**src/rtl/fba_pkg.sv**
```systemverilog
// ----------------------------------------------------------------------------
// fba_pkg
// Shared constants, codes, types and a helper function for the free bitmap
// allocator: geometry of the word store, request and status codes.
// ----------------------------------------------------------------------------
package fba_pkg;

    // Geometry of the bitmap store
    localparam int MAX_BITS   = 4096;
    localparam int WORD_BITS  = 32;
    localparam int WORD_COUNT = (MAX_BITS + WORD_BITS - 1) / WORD_BITS;
    localparam int WORD_AW    = $clog2(WORD_COUNT);
    localparam int BIT_AW     = $clog2(WORD_BITS);

    // Field widths
    localparam int KIND_W   = 2;
    localparam int IDX_W    = 12;
    localparam int SIZE_W   = 13;
    localparam int STATUS_W = 2;

    localparam logic [SIZE_W-1:0] SIZE_MAX   = SIZE_W'(MAX_BITS);
    localparam logic [SIZE_W-1:0] SIZE_RESET = SIZE_W'(4096);

    // Request kinds
    localparam logic [KIND_W-1:0] KIND_TEST  = 2'd0;
    localparam logic [KIND_W-1:0] KIND_SET   = 2'd1;
    localparam logic [KIND_W-1:0] KIND_CLEAR = 2'd2;
    localparam logic [KIND_W-1:0] KIND_FIND  = 2'd3;

    // Result status codes
    localparam logic [STATUS_W-1:0] STATUS_OK    = 2'd0;
    localparam logic [STATUS_W-1:0] STATUS_RANGE = 2'd1;
    localparam logic [STATUS_W-1:0] STATUS_NONE  = 2'd2;

    typedef logic [WORD_BITS-1:0] t_word;
    typedef logic [WORD_AW-1:0]   t_word_addr;
    typedef logic [BIT_AW-1:0]    t_bit_pos;

    // Update of the per-word summary flags after a write-back
    typedef struct packed {
        logic       en;
        t_word_addr word;
        logic       full;
    } t_sum_upd;

    // Lowest clear bit position within one word
    function automatic t_bit_pos first_zero_bit(input t_word w);
        t_bit_pos pos;
        pos = '0;
        for (int i = WORD_BITS - 1; i >= 0; i--) begin
            if (!w[i]) begin
                pos = BIT_AW'(i);
            end
        end
        return pos;
    endfunction

endpackage

```
**src/rtl/fba_ram.sv**
```systemverilog
// ----------------------------------------------------------------------------
// fba_ram
// Word store of the bitmap: one write port and one registered read port.
// ----------------------------------------------------------------------------
module fba_ram
    import fba_pkg::*;
(
    input  logic       i_clk,
    input  logic       i_rd_en,
    input  t_word_addr i_rd_addr,
    output t_word      o_rd_data,
    input  logic       i_wr_en,
    input  t_word_addr i_wr_addr,
    input  t_word      i_wr_data
);

    t_word r_mem [WORD_COUNT];
    t_word r_rd_data;

    // Write one word
    always_ff @(posedge i_clk) begin
        if (i_wr_en) begin
            r_mem[i_wr_addr] <= i_wr_data;
        end
    end

    // Read one word, hold the data until the next read
    always_ff @(posedge i_clk) begin
        if (i_rd_en) begin
            r_rd_data <= r_mem[i_rd_addr];
        end
    end

    assign o_rd_data = r_rd_data;

endmodule

```
**config.mk**
```make
export PLATFORM = sky130hd
export DESIGN_NAME = fba_ram
export DESIGN_NICKNAME = d
export VERILOG_FILES = /design/src/rtl/fba_pkg.sv /design/src/rtl/fba_ram.sv
export SDC_FILE = /design/constraint.sdc
export NUM_CORES = 2
export LEC_CHECK = 0
export ABC_CLOCK_PERIOD_IN_PS = 5740
export BUFFER_PORTS_ARGS = -buffer_cell sky130_fd_sc_hd__buf_2
export CAP_MARGIN = 20
export CORE_UTILIZATION = 32
export CTS_BUF_LIST = sky130_fd_sc_hd__clkbuf_2 sky130_fd_sc_hd__clkbuf_4 sky130_fd_sc_hd__clkbuf_8
export DETAILED_ROUTE_END_ITERATION = 10
export PLACE_DENSITY = 0.43
export SLEW_MARGIN = 20
export SYNTH_ARGS = -nofsm -noshare
export SYNTH_HDL_FRONTEND = slang
export SYNTH_SLANG_ARGS = --single-unit
```
**constraint.sdc**
```tcl
create_clock -name i_clk -period 5.74 [get_ports i_clk]
set_clock_uncertainty 0.15 [all_clocks]
set_input_delay 1.435 -clock i_clk [delete_from_list [all_inputs] [get_ports i_clk]]
set_output_delay 1.435 -clock i_clk [all_outputs]
set_load 0.01 [all_outputs]
```
==> metrics.txt <==
status finished clean; WP data arrival 2.40 ns; antenna violations before repair about 70; Total Routing Usage GR between 15 and 20%; max_cap viols 0; #FFs+latches synth 4128; post-layout min period 3.99 ns; fin cells 13900; Clock Latency Late Sink about 1.3 ns; post-synth cell types 16; largest net degree at the start of global routing approximately 130; crit start category flip-flop; Setup Fix Bufs, Post-CTS 0; Routed WL 496000 um; Vias/cell between 5 and 6; critical path class reg2out; Net Sw Frac 23.0%; endpoints failing hold 0; Synth Cell Area between 0.15 and 0.2 mm2; post-DP HPWL between 200000 and 300000 um; Power Dens Cells 342 mW/mm2; crit-path max cell delay roughly 0.86 ns; vias in the first global route just under 80000; width of the die around 700 um; worst hold path type in2reg; Overall Power a little over 60000 uW; Post-Synthesis Mean Instance Area roughly 26 um2; Worst path slowest cell edfxtp_1; Syn Inst Count ~6000; fraction of the yosys area taken by sequential cells approximately 80%; Top FF cell, synth edfxtp_1; share of cells above drive strength 1 between 40 and 50%; global-route wire length before repair around 670000 um; TNS Setup 0 ns; DP Cell Count about 13000; Root Buffer clkbuf_8; leakage around 0.056 uW; syn_nets ~6000; YS warnings 0; Post-synth EDFFs 4128; asr flop ratio synth 0%; worst-path fanout max 11; H-tree levels 6; DRT Pass-1 Iters 6; TritonCTS clock tree yes; Seq pwr share between 50% and 60%; Starting Density roughly 32%; most frequent cells in the layout edfxtp_1 (4128), mux4_2 (1344), clkbuf_8 (705); routability cong. between 0.7 and 0.8; Clock Path Buffers 4; Port Buf Inserts 80; via count 72500; post-CTS sizing 0; most common cell after layout, fill and taps aside edfxtp_1; CP bufs+invs 1; relative slew slack between 5 and 6%; core footprint slightly below 0.5 mm2; Least-Margin Pin Slew about 1.4 ns; Final setup viols 0; post-route antenna net violation count 0; Die Y ~700 um; IO Count 81; Clock Pin Slew Worst Setup and Hold Paths ~0.06 ns; number of buffers created by CTS 690; Die Footprint around 0.49 mm2; clock sinks between 4000 and 5000; Top delay family on crit path flip-flops; unrepaired setup endpoints after global routing false; CP Data Required Time approximately 4.2 ns; gr ovfl total 0; crit-path cells buf_2; Routed WL per cell roughly 36 um; DRT iter0 DRCs a little under 8000; Power Internal about 48000 uW; fin crit share 69.5%; drc violations 0; # rows around 260; Synth-to-Final Area Change 16.4%; Psw 14300 uW; hold_buf cts 0; Fmax 251 MHz; fin. max-slew vios 0; maximum VDD drop 0.000239 V; nets between 6000 and 7000; crit end category output pin; Clk pwr share just over 40%; Gate power share approximately 5.6%
## power groups by stage
| stage | registers, uW | logic (uW) | clock network [uW] |
|---|---|---|---|
| final | 33400 | 3490 | 25400 |
| after global placement | 34100 | 3550 | 0 |
| after floorplan | 34000 | 1610 | 0 |
| after CTS | 33500 | 3590 | 26100 |
| after detailed placement | 34100 | 3590 | 0 |
| after global routing | 33400 | 3640 | 27300 |
## per-layer routing
metal  vias to the layer above  GRT usage (%)  wire length, um
met5                         -              0              178
li1                      28300              -                -
met2                      2388           33.6           247000
met4                        30           4.95            11200
met1                     41100           27.0           210000
met3                       654           3.07            27400
## state kept, by name (all words and copies together), names as in the netlist
signal     flops
o_rd_data     32
r_mem       4096
## final timing paths
kind                                    start       endpoint  slack (ns)  cells after the start
worst max-delay path            o_rd_data[22]  o_rd_data[22]        1.75                      1
worst min-delay path            i_wr_data[21]  r_mem[15][21]        0.33                      1
worst max register to register  r_mem[31][30]  o_rd_data[30]        2.70                      4
worst min register to register  r_mem[54][30]  o_rd_data[30]        1.06                      4
## synth_stat cells (3+ instances only)
| cell type | n | share of area (%) |
|---|---|---|
| nor3_1 | 9 | 0.029 |
| nand3_1 | 12 | 0.038 |
| buf_4 | 3 | 0.014 |
| nand4_1 | 3 | 0.012 |
| clkbuf_1 | 182 | 0.44 |
| buf_2 | 79 | 0.25 |
| edfxtp_1 | 4128 | 79 |
| mux2_2 | 32 | 0.23 |
| nand2_1 | 14 | 0.034 |
| buf_1 | 50 | 0.12 |
| mux4_2 | 1344 | 19 |
| nor2_1 | 122 | 0.29 |
| nor2b_1 | 7 | 0.028 |
## cell type report
type / instances / area [um2]
Clock inverter: 292 / 1660
Fill cell: 43600 / 304000
Timing Repair Buffer: 452 / 4580
Multi-Input combinational cell: 1546 / 32300
Clock buffer: 948 / 11500
Sequential cell: 4128 / 124000
Antenna cell: 69 / 173
Tap cell: 6450 / 8070
## kinds of logic after synthesis
group / Yosys count / share of synthesized area, %
buf+inv: 316 / 0.837
flops: 4128 / 79.2
simple gates: 170 / 0.445
mux: 1376 / 19.6
## metrics by stage
step	hold WS [ns]	util (%)	instance area [um2]	setup slack [ns]
2_1_floorplan	0.999	-	157000	0.916
3_3_place_gp	1.06	34.7	169000	0.556
3_5_place_dp	1.06	34.7	169000	0.531
4_1_cts	0.183	37.4	182000	1.55
5_1_grt	0.270	37.4	182000	1.68
6_report	0.332	37.5	182000	1.75
Note: power is estimated with default switching activity, not from simulation.
