===== config.mk =====
export PLATFORM = sky130hd
export DESIGN_NAME = fba_summary
export DESIGN_NICKNAME = d
export VERILOG_FILES = /design/src/rtl/fba_pkg.sv /design/src/rtl/fba_summary.sv
export SDC_FILE = /design/constraint.sdc
export NUM_CORES = 1
export LEC_CHECK = 0
export BUFFER_PORTS_ARGS = -buffer_cell sky130_fd_sc_hd__buf_4
export CAP_MARGIN = 20
export CELL_PAD_IN_SITES_DETAIL_PLACEMENT = 1
export CELL_PAD_IN_SITES_GLOBAL_PLACEMENT = 1
export CORE_MARGIN = 2
export CORE_UTILIZATION = 52
export DETAILED_ROUTE_END_ITERATION = 8
export PLACE_DENSITY = 0.9
export SKIP_LAST_GASP = 1
export SLEW_MARGIN = 20
export SYNTH_ARGS = -nofsm -noshare
export SYNTH_HDL_FRONTEND = slang
export SYNTH_SLANG_ARGS = --single-unit

===== constraint.sdc =====
create_clock -name i_clk -period 5.18 [get_ports i_clk]
set_clock_uncertainty 0.1 [all_clocks]
set_input_delay 0.518 -clock i_clk [delete_from_list [all_inputs] [get_ports i_clk]]
set_output_delay 0.518 -clock i_clk [all_outputs]
set_load 0.02 [all_outputs]

===== src/rtl/fba_pkg.sv =====
// ----------------------------------------------------------------------------
// fba_pkg
// Shared constants, codes, types and a helper function for the free bitmap
// allocator: geometry of the word store, request and status codes.
// ----------------------------------------------------------------------------
package fba_pkg;

    // Geometry of the bitmap store
    localparam int MAX_BITS   = 4096;
    localparam int WORD_BITS  = 32;
    localparam int WORD_COUNT = (MAX_BITS + WORD_BITS - 1) / WORD_BITS;
    localparam int WORD_AW    = $clog2(WORD_COUNT);
    localparam int BIT_AW     = $clog2(WORD_BITS);

    // Field widths
    localparam int KIND_W   = 2;
    localparam int IDX_W    = 12;
    localparam int SIZE_W   = 13;
    localparam int STATUS_W = 2;

    localparam logic [SIZE_W-1:0] SIZE_MAX   = SIZE_W'(MAX_BITS);
    localparam logic [SIZE_W-1:0] SIZE_RESET = SIZE_W'(4096);

    // Request kinds
    localparam logic [KIND_W-1:0] KIND_TEST  = 2'd0;
    localparam logic [KIND_W-1:0] KIND_SET   = 2'd1;
    localparam logic [KIND_W-1:0] KIND_CLEAR = 2'd2;
    localparam logic [KIND_W-1:0] KIND_FIND  = 2'd3;

    // Result status codes
    localparam logic [STATUS_W-1:0] STATUS_OK    = 2'd0;
    localparam logic [STATUS_W-1:0] STATUS_RANGE = 2'd1;
    localparam logic [STATUS_W-1:0] STATUS_NONE  = 2'd2;

    typedef logic [WORD_BITS-1:0] t_word;
    typedef logic [WORD_AW-1:0]   t_word_addr;
    typedef logic [BIT_AW-1:0]    t_bit_pos;

    // Update of the per-word summary flags after a write-back
    typedef struct packed {
        logic       en;
        t_word_addr word;
        logic       full;
    } t_sum_upd;

    // Lowest clear bit position within one word
    function automatic t_bit_pos first_zero_bit(input t_word w);
        t_bit_pos pos;
        pos = '0;
        for (int i = WORD_BITS - 1; i >= 0; i--) begin
            if (!w[i]) begin
                pos = BIT_AW'(i);
            end
        end
        return pos;
    endfunction

endpackage


===== src/rtl/fba_summary.sv =====
// ----------------------------------------------------------------------------
// fba_summary
// Per-word flags beside the word store: a written flag (a word never
// written reads as all free) and a full flag that steers the search for
// the first word holding a clear bit.
// ----------------------------------------------------------------------------
module fba_summary
    import fba_pkg::*;
(
    input  logic       i_clk,
    input  logic       i_rst_n,
    input  t_sum_upd   i_upd,
    input  t_word_addr i_chk_word,
    output logic       o_chk_written,
    output logic       o_any_open,
    output t_word_addr o_first_open
);

    logic [WORD_COUNT-1:0] r_written;
    logic [WORD_COUNT-1:0] r_full;

    // Track written and full flags; reset marks every word free
    always_ff @(posedge i_clk) begin
        if (!i_rst_n) begin
            r_written <= '0;
            r_full    <= '0;
        end else if (i_upd.en) begin
            r_written[i_upd.word] <= 1'b1;
            r_full[i_upd.word]    <= i_upd.full;
        end
    end

    assign o_chk_written = r_written[i_chk_word];

    // Find the lowest word that is not full
    always_comb begin
        o_any_open   = 1'b0;
        o_first_open = '0;
        for (int i = WORD_COUNT - 1; i >= 0; i--) begin
            if (!r_full[i]) begin
                o_any_open   = 1'b1;
                o_first_open = WORD_AW'(i);
            end
        end
    end

endmodule


==> impl_metrics.json <==
{
  "leakagePower_nw": 4.157,
  "final.setup.tns_ps": 0,
  "core_mm2": 0.02264,
  "cap_violations": 0,
  "fin_cells": 1698,
  "io_buffers": 26,
  "setup_viol": 0,
  "design.die.area_mm2": 0.02424,
  "grt_max_degree": 156,
  "via_per_inst": 6.603,
  "slew_viol_final": 0,
  "fin_crit_sh_pct": 72.17,
  "ys_ff_latch": 256,
  "synth_cells": 1424,
  "grt_pass1_wl_mm": 64.38,
  "post_cts_buffers": 0,
  "period_minus_slack_ps": 3738,
  "worst_ep_arrival_time_ps": 3120,
  "rsz0062_at_grt": "false",
  "drtIter0Drc": 1011,
  "grt_overflow": 0,
  "met2_length_mm": 19.34,
  "wl_per_cell_um": 24.57,
  "drt_first_pass_iters": 5,
  "die_w_um": 155.7,
  "areaGrowthSynthToFinish_pct": 8.721,
  "initial_core_util_pct": 52.85,
  "synth_cell_types": 53,
  "num-nets-final": 1411,
  "p_seq_share_pct": 48.7,
  "hp-class": "primary input to flop",
  "grt_pass1_vias": 11154,
  "synth_ff_type": "dfxtp_1",
  "cp.required_ps": 4560,
  "vias": 11212,
  "gp_congestion": 0.9343,
  "tightest_slew_ps": 1076,
  "setup_ws_ps": 1442,
  "wl_met1_mm": 17.16,
  "p_comb_share_pct": 4.8,
  "status": "finished, final reports clean",
  "path_clk_slew_ps": 60,
  "critPathMaxStageDelay_ps": 580,
  "ys_seq_area_share_pct": 42.83,
  "post-place-cells": 1649,
  "synth_edf_count": 0,
  "ioPinCount": 27,
  "power_density_mw_per_mm2": 312.6,
  "htreeDepth": 1,
  "die_y_um": 155.7,
  "numCtsBuffers": 27,
  "p_int_w": 0.003104,
  "ys_warn_count": 0,
  "cp_cell_sequence": "nand4_1 > nor3_1 > o21ai_0 > a31oi_1 > a21oi_1 > o41ai_1 > a211oi_1 > buf_4",
  "critPathLaunchType": "flop",
  "worst-path-max-fanout": 4,
  "fill_cells": 2685,
  "highest_layer": "met5",
  "end_kind": "primary output",
  "async_reset_ff_share_pct": 0,
  "clock_power_share_pct": 46.5,
  "fin_hold_ws_ps": 323.5,
  "swShare_pct": 23.68,
  "crit_type": "flop to primary output",
  "cts_root_buf": "clkbuf_16",
  "vdd_drop_max_v": 0.0002467,
  "drive_gt1_share_pct": 6.936,
  "grt_usage_pct": 34.22,
  "syn-num-nets": 1442,
  "cts_tree": "yes",
  "wl_mm": 41.72,
  "fmax_mhz": 267.5,
  "placementRows": 55,
  "dp_slack_ps": 2044,
  "cts_buffer_depth": 3,
  "grt_antenna_before_repair": 2,
  "crit_buf_inv": 1,
  "place_area_mm2": 0.01215,
  "avgSynthCellArea_um2": 8.403,
  "critPathSlowestCell": "o41ai_1",
  "dp_hpwl_mm": 27.43,
  "n_antenna_cell": 0,
  "p_sw_w": 0.0009629,
  "ctsResizeCount": 0,
  "wl_met3_mm": 3.293,
  "final-hold-violation-count": 0,
  "insertion_delay_ps": 550,
  "syn_area_mm2": 0.01197,
  "holdBufCountCts": 0,
  "ant_nets": 0,
  "finish.instance_area_mm2": 0.01301,
  "crit_family": "compound AO/OA/AOI/OAI gates",
  "clock-sinks": 256,
  "relSlewSlack_pct": 28.29,
  "drcViolationCount": 0
}
## cells in the mapped netlist (all sizes together) (2+ instances only)
| cell type | n | area share (%) |
|---|---|---|
| a221oi | 2 | 0.15 |
| o211ai | 7 | 0.44 |
| o2111ai | 6 | 0.44 |
| a21o | 3 | 0.19 |
| nand3 | 36 | 1.5 |
| a311oi | 3 | 0.22 |
| a21oi | 20 | 0.84 |
| o21ai | 157 | 6.6 |
| a211oi | 7 | 0.44 |
| inv | 25 | 0.78 |
| and4 | 2 | 0.15 |
| mux2i | 33 | 2.8 |
| and3 | 2 | 0.10 |
| a2111oi | 2 | 0.15 |
| nand3b | 4 | 0.25 |
| dfxtp | 256 | 43 |
| nand2 | 190 | 6.0 |
| o41ai | 3 | 0.22 |
| a31o | 2 | 0.15 |
| or3b | 2 | 0.17 |
| mux4 | 17 | 3.5 |
| a31oi | 14 | 0.73 |
| a21boi | 129 | 8.1 |
| mux2 | 6 | 0.56 |
| nor4 | 4 | 0.21 |
| nor2 | 156 | 4.9 |
| o21a | 128 | 8.0 |
| clkbuf | 69 | 2.2 |
| buf | 26 | 1.5 |
| nand4 | 45 | 2.4 |
| nor3 | 14 | 0.59 |
| or2 | 5 | 0.26 |
| and2 | 2 | 0.10 |
| nor2b | 16 | 0.84 |
| nand2b | 8 | 0.42 |
| a22oi | 11 | 0.69 |
| a41oi | 2 | 0.15 |
| or3 | 3 | 0.16 |
## sequential cells by signal, summed over array words and instances (netlist names)
register and cells:
r_full 128, r_written 128
## power by group through the flow
stage | Sequential [W] | Clock, W | Combinational (W)
4_1_cts | 0.00198 | 0.00190 | 0.000191
3_3_place_gp | 0.00202 | 0 | 0.000184
3_5_place_dp | 0.00202 | 0 | 0.000189
2_1_floorplan | 0.00202 | 0 | 0.000134
5_1_grt | 0.00198 | 0.00198 | 0.000205
6_report | 0.00198 | 0.00189 | 0.000194
## layer usage
metal,up-vias,global-route usage (%)
met5,-,0
met4,4,14.77
met3,135,5.611
met2,457,55.77
met1,5590,45.05
li1,5026,-
## worst register-to-register path, stage by stage (launching register included)
cell	delay [ps]
dfxtp_1	450
o21ai_0	200
a21boi_0	300
## per-stage QoR
stage	utilization (%)	power, W
after floorplan	-	0.002155
after global placement	53.68	0.002208
after detailed placement	53.68	0.002213
after CTS	57.46	0.004069
after global routing	57.46	0.004166
final	57.46	0.004067
## area by class of cell
type,count,area [µm²],share of cell area [%]
repair buffers,35,266.5,2.049
clock buffers,41,808.3,6.213
clock inverters,8,46.29,0.3559
well taps,285,356.6,2.741
flip-flops and latches,256,5125,39.40
inverters,25,93.84,0.7214
multi-input cells,1048,6312,48.52
## worst paths after layout
path                            cells past startpoint               to           start  slack [ps]
worst min-delay path                                3   r_written[104]        i_upd[3]         320
worst max-delay path                                8  o_first_open[3]     r_full[124]        1440
worst min register to register                      1   r_written[109]  r_written[109]         370
worst max register to register                      2       r_full[63]      r_full[63]        4040
## logic make-up after synthesis
family | Yosys count | share of synthesized area [%]
compound gates | 501 | 27.87
simple gates | 491 | 18.08
flops | 256 | 42.83
buf+inv | 120 | 4.413
mux | 56 | 6.807
## placed cells by master, fill, tap and decap left out, types with 4 or more instances in the layout
master | netlist | final
a31oi_1 | 14 | 14
dfxtp_1 | 256 | 256
nand4_1 | 45 | 45
clkbuf_16 | 0 | 27
nor2b_1 | 16 | 16
o21ai_0 | 156 | 156
a211oi_1 | 7 | 7
nand3_1 | 36 | 36
clkbuf_1 | 69 | 6
o21a_1 | 128 | 128
a21boi_0 | 115 | 115
o2111ai_1 | 6 | 6
nor2_1 | 156 | 156
a22oi_1 | 11 | 11
nand2_1 | 190 | 190
mux4_2 | 8 | 8
buf_4 | 4 | 34
a21boi_1 | 14 | 14
nand3b_1 | 4 | 4
nand2b_1 | 8 | 8
mux4_1 | 9 | 9
mux2_2 | 6 | 6
a21oi_1 | 20 | 20
nor4_1 | 4 | 4
mux2i_1 | 33 | 33
nor3_1 | 14 | 14
inv_1 | 25 | 25
clkinv_2 | 0 | 6
clkbuf_8 | 0 | 8
o211ai_1 | 7 | 7
Power figures use the tool's default switching activity.
